### src/design/pbsa_pkg.sv
package pbsa_pkg;

    typedef enum logic [1:0] {
        ST_OK          = 2'd0,
        ST_NO_SPACE    = 2'd1,
        ST_DOUBLE_FREE = 2'd2,
        ST_INVALID     = 2'd3
    } status_t;

    localparam int PAGE_FIELD_W = 4;
    localparam int SLOT_FIELD_W = 5;

endpackage

### src/design/paged_bitmap_slot_allocator_top.sv
// Allocate steps over full pages from the page hint; an absent page is brought in at slot 0,
// else the slot search starts at the slot hint and wraps to slot 0 when nothing above is free;
// with no free slot in any page the result is a no-space status.
// Free checks the release candidate when the page empties.
// One request is in work at a time; the next is taken in the cycle after the result register loads.
// Synchronous active-low reset clears all use bits, hints, presence flags and the candidate.
module paged_bitmap_slot_allocator_top #(
    parameter int PAGE_COUNT    = 16,
    parameter int LOG_MAX_SLOTS = 5
) (
    input  logic                                aclk,
    input  logic                                aresetn,
    input  logic                                s_valid,
    output logic                                s_ready,
    input  logic                                s_mode,
    input  logic [pbsa_pkg::PAGE_FIELD_W-1:0]   s_page_index,
    input  logic [pbsa_pkg::SLOT_FIELD_W-1:0]   s_slot_index,
    output logic                                m_valid,
    input  logic                                m_ready,
    output pbsa_pkg::status_t                   m_status,
    output logic [pbsa_pkg::PAGE_FIELD_W-1:0]   m_granted_page,
    output logic [pbsa_pkg::SLOT_FIELD_W-1:0]   m_granted_slot,
    output logic                                m_page_brought_in,
    output logic                                m_page_released,
    output logic [pbsa_pkg::PAGE_FIELD_W-1:0]   m_released_page
);
    import pbsa_pkg::*;

    localparam int SW   = LOG_MAX_SLOTS;
    localparam int CW   = SW + 1;
    localparam int MAXS = 1 << SW;
    localparam int PW   = $clog2(PAGE_COUNT);
    localparam int HW   = $clog2(PAGE_COUNT + 1);

    typedef enum logic [2:0] {
        IDLE, SCAN, SLOT_HINT, SLOT_WRAP, ACOMMIT, FCHECK, FRELEASE, DONE
    } state_t;

    function automatic logic [CW-1:0] cnt_of(input logic [PW-1:0] p);
        cnt_of = (32'(p) < LOG_MAX_SLOTS) ? CW'(1 << p) : CW'(MAXS);
    endfunction

    state_t state_reg;

    logic [MAXS-1:0] use_reg [PAGE_COUNT];
    logic [CW-1:0]   hint_reg [PAGE_COUNT];
    logic [PAGE_COUNT-1:0] present_reg;
    logic [HW-1:0]   page_hint_reg;
    logic [PW-1:0]   cand_reg;

    logic [PAGE_FIELD_W-1:0] pidx_reg;
    logic [SLOT_FIELD_W-1:0] sidx_reg;
    logic [HW-1:0]           cur_reg;
    logic [SW-1:0]           slot_reg;

    status_t                 res_status_reg;
    logic [PAGE_FIELD_W-1:0] res_gpage_reg;
    logic [SLOT_FIELD_W-1:0] res_gslot_reg;
    logic                    res_brought_reg;
    logic                    res_released_reg;
    logic [PAGE_FIELD_W-1:0] res_rpage_reg;

    logic                    m_valid_reg;
    status_t                 m_status_reg;
    logic [PAGE_FIELD_W-1:0] m_gpage_reg;
    logic [SLOT_FIELD_W-1:0] m_gslot_reg;
    logic                    m_brought_reg;
    logic                    m_released_reg;
    logic [PAGE_FIELD_W-1:0] m_rpage_reg;

    logic            cur_in_range;
    logic            page_ok;
    logic [PW-1:0]   fpage;
    logic [SW-1:0]   fslot;
    logic [PW-1:0]   rd_page;
    logic [MAXS-1:0] rd_word;
    logic [CW-1:0]   rd_cnt;
    logic [CW-1:0]   ffz_lo;
    logic            ffz_found;
    logic [SW-1:0]   ffz_idx;
    logic            free_ok;
    logic [MAXS-1:0] freed_word;
    logic [PW-1:0]   rel_hi;
    logic [PW-1:0]   rel_lo;

    assign cur_in_range = 32'(cur_reg) < PAGE_COUNT;
    assign page_ok      = 32'(pidx_reg) < PAGE_COUNT;
    assign fpage        = page_ok ? PW'(pidx_reg) : '0;
    assign fslot        = SW'(sidx_reg);

    always_comb begin
        unique case (state_reg)
            SCAN, SLOT_HINT, SLOT_WRAP, ACOMMIT: rd_page = cur_in_range ? PW'(cur_reg) : '0;
            FCHECK:                              rd_page = fpage;
            FRELEASE:                            rd_page = cand_reg;
            default:                             rd_page = '0;
        endcase
    end

    assign rd_word = use_reg[rd_page];
    assign rd_cnt  = cnt_of(rd_page);
    assign ffz_lo  = (state_reg == SLOT_HINT) ? hint_reg[rd_page] : '0;

    pbsa_ffz #(
        .IDX_W (SW)
    ) u_ffz (
        .word  (rd_word),
        .lo    (ffz_lo),
        .cnt   (rd_cnt),
        .found (ffz_found),
        .idx   (ffz_idx)
    );

    assign free_ok    = page_ok && (32'(sidx_reg) < 32'(rd_cnt)) && present_reg[fpage];
    assign freed_word = rd_word & ~(MAXS'(1) << fslot);
    assign rel_hi     = (cand_reg > fpage) ? cand_reg : fpage;
    assign rel_lo     = (cand_reg < fpage) ? cand_reg : fpage;

    always_ff @(posedge aclk) begin
        if (!aresetn) begin
            state_reg     <= IDLE;
            m_valid_reg   <= 1'b0;
            present_reg   <= '0;
            page_hint_reg <= '0;
            cand_reg      <= '0;
            for (int i = 0; i < PAGE_COUNT; i++) begin
                use_reg[i]  <= '0;
                hint_reg[i] <= '0;
            end
        end else begin
            if (m_valid_reg && m_ready && (state_reg != DONE)) begin
                m_valid_reg <= 1'b0;
            end
            unique case (state_reg)
                IDLE: begin
                    if (s_valid) begin
                        pidx_reg         <= s_page_index;
                        sidx_reg         <= s_slot_index;
                        cur_reg          <= page_hint_reg;
                        res_status_reg   <= ST_OK;
                        res_gpage_reg    <= '0;
                        res_gslot_reg    <= '0;
                        res_brought_reg  <= 1'b0;
                        res_released_reg <= 1'b0;
                        res_rpage_reg    <= '0;
                        state_reg        <= s_mode ? FCHECK : SCAN;
                    end
                end
                SCAN: begin
                    if (!cur_in_range) begin
                        res_status_reg <= ST_NO_SPACE;
                        state_reg      <= DONE;
                    end else if (!ffz_found) begin
                        cur_reg <= HW'(cur_reg + 1'b1);
                    end else if (!present_reg[rd_page]) begin
                        slot_reg        <= '0;
                        res_brought_reg <= 1'b1;
                        state_reg       <= ACOMMIT;
                    end else begin
                        state_reg <= SLOT_HINT;
                    end
                end
                SLOT_HINT: begin
                    slot_reg  <= ffz_idx;
                    state_reg <= ffz_found ? ACOMMIT : SLOT_WRAP;
                end
                SLOT_WRAP: begin
                    slot_reg  <= ffz_idx;
                    state_reg <= ACOMMIT;
                end
                ACOMMIT: begin
                    if (res_brought_reg) begin
                        use_reg[rd_page] <= MAXS'(1) << slot_reg;
                    end else begin
                        use_reg[rd_page][slot_reg] <= 1'b1;
                    end
                    present_reg[rd_page] <= 1'b1;
                    if (CW'(CW'(slot_reg) + 1'b1) == rd_cnt) begin
                        page_hint_reg     <= HW'(cur_reg + 1'b1);
                        hint_reg[rd_page] <= CW'(rd_cnt + 1'b1);
                    end else begin
                        page_hint_reg     <= cur_reg;
                        hint_reg[rd_page] <= CW'(CW'(slot_reg) + 1'b1);
                    end
                    res_gpage_reg <= PAGE_FIELD_W'(rd_page);
                    res_gslot_reg <= SLOT_FIELD_W'(slot_reg);
                    state_reg     <= DONE;
                end
                FCHECK: begin
                    if (!free_ok) begin
                        res_status_reg <= ST_INVALID;
                        state_reg      <= DONE;
                    end else if (!rd_word[fslot]) begin
                        res_status_reg <= ST_DOUBLE_FREE;
                        state_reg      <= DONE;
                    end else begin
                        use_reg[fpage] <= freed_word;
                        if (hint_reg[fpage] > CW'(fslot)) begin
                            hint_reg[fpage] <= CW'(fslot);
                        end
                        if (page_hint_reg > HW'(fpage)) begin
                            page_hint_reg <= HW'(fpage);
                        end
                        state_reg <= (freed_word == '0) ? FRELEASE : DONE;
                    end
                end
                FRELEASE: begin
                    if ((rd_word == '0) && present_reg[cand_reg]) begin
                        present_reg[rel_hi] <= 1'b0;
                        cand_reg            <= rel_lo;
                        res_released_reg    <= 1'b1;
                        res_rpage_reg       <= PAGE_FIELD_W'(rel_hi);
                    end else begin
                        cand_reg <= fpage;
                    end
                    state_reg <= DONE;
                end
                DONE: begin
                    if (!m_valid_reg || m_ready) begin
                        m_valid_reg    <= 1'b1;
                        m_status_reg   <= res_status_reg;
                        m_gpage_reg    <= res_gpage_reg;
                        m_gslot_reg    <= res_gslot_reg;
                        m_brought_reg  <= res_brought_reg;
                        m_released_reg <= res_released_reg;
                        m_rpage_reg    <= res_rpage_reg;
                        state_reg      <= IDLE;
                    end
                end
                default: begin
                    state_reg <= IDLE;
                end
            endcase
        end
    end

    assign s_ready           = (state_reg == IDLE);
    assign m_valid           = m_valid_reg;
    assign m_status          = m_status_reg;
    assign m_granted_page    = m_gpage_reg;
    assign m_granted_slot    = m_gslot_reg;
    assign m_page_brought_in = m_brought_reg;
    assign m_page_released   = m_released_reg;
    assign m_released_page   = m_rpage_reg;

    // The page hint never points past one beyond the last page.
    a_page_hint_range: assert property (@(posedge aclk) disable iff (!aresetn)
        32'(page_hint_reg) <= PAGE_COUNT)
        else $error("page hint out of range");

    a_busy_after_accept: assert property (@(posedge aclk) disable iff (!aresetn)
        (s_valid && s_ready) |=> !s_ready)
        else $error("input taken while a request is in work");

    a_release_excludes_grant: assert property (@(posedge aclk) disable iff (!aresetn)
        (m_valid && m_page_released) |->
            (m_granted_page == '0 && m_granted_slot == '0 && !m_page_brought_in
             && m_status == ST_OK))
        else $error("release reported together with a grant");

    a_error_fields_zero: assert property (@(posedge aclk) disable iff (!aresetn)
        (m_valid && m_status != ST_OK) |->
            (!m_page_released && !m_page_brought_in && m_granted_slot == '0
             && m_granted_page == '0 && m_released_page == '0))
        else $error("failed request carries nonzero fields");

endmodule

### src/design/pbsa_ffz.sv
module pbsa_ffz #(
    parameter int IDX_W = 5
) (
    input  logic [(1 << IDX_W)-1:0] word,
    input  logic [IDX_W:0]          lo,
    input  logic [IDX_W:0]          cnt,
    output logic                    found,
    output logic [IDX_W-1:0]        idx
);

    localparam int WIDTH = 1 << IDX_W;
    localparam int CW    = IDX_W + 1;

    logic [WIDTH-1:0] elig;

    always_comb begin
        for (int i = 0; i < WIDTH; i++) begin
            elig[i] = !word[i] && (CW'(i) >= lo) && (CW'(i) < cnt);
        end
    end

    always_comb begin
        found = 1'b0;
        idx   = '0;
        for (int i = WIDTH - 1; i >= 0; i--) begin
            if (elig[i]) begin
                found = 1'b1;
                idx   = IDX_W'(i);
            end
        end
    end

endmodule

### config.mk
export PLATFORM = sky130hd
export DESIGN_NAME = paged_bitmap_slot_allocator_top
export DESIGN_NICKNAME = d
export VERILOG_FILES = /design/src/design/pbsa_pkg.sv /design/src/design/paged_bitmap_slot_allocator_top.sv /design/src/design/pbsa_ffz.sv
export SDC_FILE = /design/constraint.sdc
export NUM_CORES = 2
export LEC_CHECK = 0
export BUFFER_PORTS_ARGS = -buffer_cell sky130_fd_sc_hd__buf_2
export CAP_MARGIN = 15
export CORE_MARGIN = 4
export CORE_UTILIZATION = 42
export CTS_BUF_LIST = sky130_fd_sc_hd__clkbuf_16
export CTS_CLUSTER_DIAMETER = 60
export DETAILED_ROUTE_END_ITERATION = 6
export SETUP_SLACK_MARGIN = 0.4
export SLEW_MARGIN = 20
export SYNTH_ARGS = -nofsm -noshare
export SYNTH_HDL_FRONTEND = slang
export SYNTH_HIERARCHICAL = 1
export SYNTH_SLANG_ARGS = --single-unit
### constraint.sdc
create_clock -name aclk -period 6.85 [get_ports aclk]
set_input_delay 0.3425 -clock aclk [delete_from_list [all_inputs] [get_ports aclk]]
set_output_delay 0.3425 -clock aclk [all_outputs]
set_load 0.1 [all_outputs]
### Word level (Yosys, flattened, before mapping)

Memory sizes are Yosys's and may differ from the RTL's. A register that Yosys moved wholly into a read port is not among the register bits.
Cells that the tools add are included.

* bits in read-only memories: 0
* latch bits: 0
* output and inout bits: 19
* memories kept: 2
* bits in writable memories: 608
* register bits: 82
* word-level logic and storage cells: 510
* input port bits: 14

Memories
* use_reg: words 16, bits a word 32, rd ports 1, clocked after memory_dff 0, write ports 16, RTL line paged_bitmap_slot_allocator_top.sv:45 `logic [MAXS-1:0] use_reg [PAGE_COUNT];`
* hint_reg: words 16, bits a word 6, rd ports 2, clocked after memory_dff 1, write ports 16, RTL line paged_bitmap_slot_allocator_top.sv:46 `logic [CW-1:0] hint_reg [PAGE_COUNT];`

* multiply operators: 0
* order comparisons: 80
* shift-type cells: 3
* eq/ne operators: 23
* multiplexer cells: 206
* $add $sub $neg: 3
* divide/modulo/power cells: 0
* reduce and logical (&&, ||, !) cells: 134
* bitwise gates (word level): 38

Operators by type and width (number)
* $mux 5: 43
* $mux 32: 5
* $mux 1: 111
* $ge 5x6->1 const A: 16
* $lt 5x6->1 const A: 16
* $logic_and 1x1->1: 71
* $logic_not 32->1: 2
* $reduce_or 32->1: 2
* $shl 1x5->32 const A: 2
* $ge 4x6->1 const A: 8
* $lt 4x6->1 const A: 8
* $mux 4: 11
* $pmux 5 s2: 4
* $logic_not 1->1: 33
* $or 1x1->1: 33
* $and 32x32->32: 1
* $not 32->32: 1
* $pmux 16 s2: 1
* $mux 6: 5
* $ge 3x6->1 const A: 4
* $lt 3x6->1 const A: 4
* $ne 2x2->1 const B: 12
* $mux 3: 7
* $pmux 3 s7: 1
* 49 further kinds: 86

### Depth between registers and ports, before layout

An unclocked memory read counts as a cell.

* depth after elaboration: 43
* gate-level depth with buffers: 31
* mapped depth without buffers: 22

### Hierarchy

The synthesis kept the hierarchy.

By module, submodules not included
* paged_bitmap_slot_allocator_top: area an instance 40453.8 sq um, seq. area each 20509.7 sq um, cells each 3940, times used 1
* pbsa_ffz: area an instance 1376.3 sq um, seq. area each 0.0 sq um, cells each 196, times used 1

### Worst setup path before layout

OpenSTA, ideal clock, no wires.

* kind: register to register
* start: reg state_reg[0]
* end: reg state_reg[0]
* path slack: 888 ps
* required time: 6721 ps
* path buffers: 9
* cell stages (with the launch flop): 29
* period minus slack after synthesis: 5962 ps
* setup time: 129 ps
* arrival: 5833 ps
* cells stage by stage: dfxtp_1 buf_4 nor2b_1 a32oi_1 nand2_1 buf_4 buf_4 buf_4 clkbuf_1 buf_2 buf_1 buf_1 a31oi_1 o22ai_1 nor4_1 buf_2 or4_4 a2111oi_1 a21oi_1 nand2_1 or2_1 nand3b_1 inv_1 o21ai_0 a32o_1 nand4_1 or4_1 nor4b_1 a21boi_0

* longest elaborated chain between the ends: 42
* elaborated cells between the ends (all ways): 224
* those cells by class: order compare: 66; eq/ne: 10; shift: 1; mux: 42; bitwise: 1; reduce/logical: 102; memory: 2

Ends and longest elaborated chain
* from (decl): RTL line paged_bitmap_slot_allocator_top.sv:43 `state_t state_reg;`
* from (signal assigned): RTL line paged_bitmap_slot_allocator_top.sv:146 `state_reg <= s_mode ? FCHECK : SCAN;`
* from (signal assigned): RTL line paged_bitmap_slot_allocator_top.sv:165 `state_reg <= ffz_found ? ACOMMIT : SLOT_WRAP;`
* from (signal assigned): RTL line paged_bitmap_slot_allocator_top.sv:204 `state_reg <= (freed_word == '0) ? FRELEASE : DONE;`
* $eq 3x2->1 (tied with other cells): RTL line paged_bitmap_slot_allocator_top.sv:92, paged_bitmap_slot_allocator_top.sv:102
* $reduce_or 4->1: RTL line paged_bitmap_slot_allocator_top.sv:92 `unique case (state_reg)`
* $pmux 4 s3: RTL line paged_bitmap_slot_allocator_top.sv:92
* $mem_v2 16x6
* $mux 6 *: RTL line paged_bitmap_slot_allocator_top.sv:102 `assign ffz_lo = (state_reg == SLOT_HINT) ? hint_reg[rd_page] : '0;`
* via ffz_lo[2]: RTL line paged_bitmap_slot_allocator_top.sv:78 `logic [CW-1:0] ffz_lo;`
* $ge 5x6->1: RTL line pbsa_ffz.sv:18 `elig[i] = !word[i] && (CW'(i) >= lo) && (CW'(i) < cnt);`
* $logic_and 1x1->1 (2 in a row): RTL line pbsa_ffz.sv:18
* $mux 1 (31 in a row): RTL line pbsa_ffz.sv:26 `if (elig[i]) begin`
* $mux 1 *: RTL line pbsa_ffz.sv:26
* via ffz_found: RTL line paged_bitmap_slot_allocator_top.sv:79 `logic ffz_found;`
* $mux 3 / $ne 3x3->1 (equally long branches)
* $pmux 3 s7 / $reduce_and 3->1 (equally long branches)

The timed path passes the listed nets; every way through them passes the cells marked *. The select of a mux whose other input is x is not followed.
A chain may end at the register's enable or synchronous reset.

### Final worst setup path

* start: reg state_reg[0]
* end: reg state_reg[0]

* longest elaborated chain between the ends: 42
* elaborated cells between the ends (all ways): 224
* those cells by class: order compare: 66; eq/ne: 10; shift: 1; mux: 42; bitwise: 1; reduce/logical: 102; memory: 2

Ends and longest elaborated chain (RTL line)
* $eq 3x2->1 (tied with other cells): paged_bitmap_slot_allocator_top.sv:92, paged_bitmap_slot_allocator_top.sv:102
* $reduce_or 4->1: paged_bitmap_slot_allocator_top.sv:92
* $pmux 4 s3: paged_bitmap_slot_allocator_top.sv:92
* $mem_v2 16x6
* $mux 6: paged_bitmap_slot_allocator_top.sv:102
* $ge 5x6->1: pbsa_ffz.sv:18
* $logic_and 1x1->1 (2 in a row): pbsa_ffz.sv:18
* $mux 1 (31 in a row): pbsa_ffz.sv:26
* $mux 1 *: pbsa_ffz.sv:26
* via ffz_found: paged_bitmap_slot_allocator_top.sv:79
* $mux 3 / $ne 3x3->1 (equally long branches)
* $pmux 3 s7 / $reduce_and 3->1 (equally long branches)

Marks and branches as above.

==> flow_summary.json <==
{
  "avgSynthCellArea_um2": 10.1,
  "finalCritPeriodShare": 0.918,
  "synth_edf_count": 661,
  "worstHoldPathType": "input pin to register",
  "ir_worst_vdd_mv": 0.330,
  "layout_common_cells": "661 x edfxtp_1, 502 x a21oi_1, 349 x o21a_1, 294 x nand2_1, 256 x a31oi_1",
  "die_h_um": 324,
  "cts_buffers": 85,
  "skew_ns": 0.0399,
  "leakage_uw": 0.0155,
  "grt_pass1_vias": 34900,
  "place_congestion": 1.01,
  "clockBufferDepth": 3,
  "crit_type": "register to register",
  "ys_top_cells_by_area": "edfxtp_1 47%, o21a_1 6.3%, a21oi_1 6.0%",
  "yosys_warnings": 6,
  "ioPinCount": 33,
  "via_per_inst": 7.07,
  "cap_viol_max_count": 0,
  "status": "complete, no violations",
  "ys_seq_area_frac": 0.490,
  "antenna_found_initial": 8,
  "layout.nets": 3989,
  "slew_violations": 0,
  "drc_errors": 0,
  "first_pass_iters": 6,
  "dieWidth_um": 324,
  "cts_max_level": 3,
  "cts-root-buf": "clkbuf_16",
  "die_area_um2": 105000,
  "initial_utilization": 0.424,
  "grt_max_degree": 94,
  "core_area_um2": 98600,
  "hpwl_mm": 106,
  "max_freq_mhz": 159,
  "clk_pin_slew_ns": 0.06,
  "io_buffers": 32,
  "grt_pass1_wl_mm": 252,
  "setup_tns_ns": 0,
  "ant_nets": 0,
  "ys_types": 110,
  "clk_latency_ns": 0.67,
  "endpoint_kind": "register",
  "drive_above_1_share": 0.144,
  "instances_no_fill": 5305,
  "wl_per_cell_um": 33.5,
  "finalSetupViolCount": 0,
  "worstMarginPinSlew_ns": 1.22,
  "power.total_uw": 19400,
  "syn_area_um2": 41800,
  "critPathArrivalTime_ns": 6.81,
  "synth-seq-cells": 694,
  "postRouteWirelength_mm": 178,
  "grtUsageTotal": 0.328,
  "cp.required_ns": 7.37,
  "async_flop_share": 0,
  "cts_tree": "done",
  "placed_cells": 5133,
  "rsz0062_at_grt": "no",
  "cp-start-kind": "register",
  "yosys.area.top_type": "edfxtp_1",
  "area_growth_pct": 9.73,
  "crit_fanout": 25,
  "power_density_nw_per_um2": 422,
  "via_count": 37500,
  "finalHoldViolCount": 0,
  "syn-num-nets": 4175,
  "largest_register_ffs": 512,
  "final_common_cell": "edfxtp_1",
  "synth.top_cell.area_share": 0.475,
  "grt_overflow": 0,
  "finalCriticalPeriod_ns": 6.29,
  "clkSinkCount": 694,
  "syn_inst": 4136,
  "num_rows": 115,
  "slew_headroom": 0.184,
  "drtIter0Drc": 5940,
  "synth-main-ff-cell": "edfxtp_1"
}
[worst paths after layout]
path,start,endpoint,slack (ns),depth (start not counted)
setup / recovery,state_reg[0]$_SDFFE_PN0P_,state_reg[0]$_SDFFE_PN0P_,0.56,20
hold / removal,m_ready,m_valid$_SDFF_PN0_,0.14,3
hold reg to reg,res_gslot_reg[0]$_SDFFCE_PN0P_,m_granted_slot[0]$_DFFE_PP_,0.42,0
setup reg to reg,state_reg[0]$_SDFFE_PN0P_,state_reg[0]$_SDFFE_PN0P_,0.56,20
[stage by stage]
stage | util | cell area, µm² | worst slack, ns | hold WS (ns)
floorplan | - | 41800 | 0.888 | 0.400
global placement | 0.437 | 43000 | 0.478 | 0.403
detailed placement | 0.437 | 43000 | 0.510 | 0.405
CTS | 0.464 | 45700 | 0.467 | 0.104
global route | 0.466 | 45900 | 0.404 | 0.159
finish | 0.466 | 45900 | 0.559 | 0.141
[cell families (layout without fill, tap and decap cells)]
kind of cell | count (synthesis) | after routing | synth area share
compound gates | 1656 | 1656 | 0.264
simple gates | 1086 | 1087 | 0.135
flops | 694 | 694 | 0.490
buf+inv | 575 | 454 | 0.0668
mux | 88 | 88 | 0.0335
fa+ha+maj | 25 | 25 | 0.00748
xor+xnor | 12 | 12 | 0.00251
other cells | 0 | 2 | 0
[report_power, final]
part           switching [µW]  internal, µW  total (µW)
clock network            1900          2420        4320
registers                 302          5280        5580
logic                    6630          2840        9470
total                    8830         10500       19400
[cell usage after synthesis (all sizes together) (12+ instances only)]
master / number
a211o: 19
a211oi: 107
a21boi: 12
a21oi: 534
a221oi: 12
a22oi: 15
a311oi: 24
a31o: 16
a31oi: 256
and2: 73
and3: 104
buf: 236
clkbuf: 301
dfxtp: 33
edfxtp: 661
ha: 25
inv: 36
mux2i: 42
mux4: 41
nand2: 311
nand3: 191
nand4: 25
nor2: 119
nor2b: 138
nor3: 22
nor4: 21
o211ai: 19
o21a: 349
o21ai: 144
o22ai: 12
or4: 27
[metal layers]
layer	vias to the layer above	share of wire	track usage
li1	15400	-	-
met3	579	0.13	0.0905
met5	-	0.00058	0.00363
met4	12	0.057	0.158
met2	2802	0.42	0.473
met1	18700	0.39	0.458
[layout make-up]
type,count,area [µm²]
fillers,9068,52700
repair buffers,263,2180
clock inverters,66,427
clock buffers,87,2180
flip-flops and latches,694,20500
diodes,2,5.00
well taps,1287,1610
inverters,38,143
multi-input cells,2868,18800
[worst max-delay path, cell delays in order (launching register included)]
cell	delay, ns
dfxtp_1	0.54
or3b_2	0.30
buf_4	0.40
a211oi_2	0.19
o22ai_4	0.45
buf_4	0.57
a211oi_1	0.09
or4_1	0.80
a21o_1	0.30
a211oi_1	0.25
nor2_1	0.12
nand2_1	0.09
or2_1	0.14
nand3b_1	0.25
inv_1	0.15
o21ai_0	0.17
a32o_1	0.23
nand4_1	0.10
or4_1	0.48
nor4b_1	0.36
a21boi_0	0.14
[what timing repair did]
action	CTS	global route
endpoints found under the hold margin	9	0
setup endpoints to repair	0	7
hold buffers	9	0
gates resized for setup	0	5
buffers inserted	0	7
(Power assumes the default switching activity.)
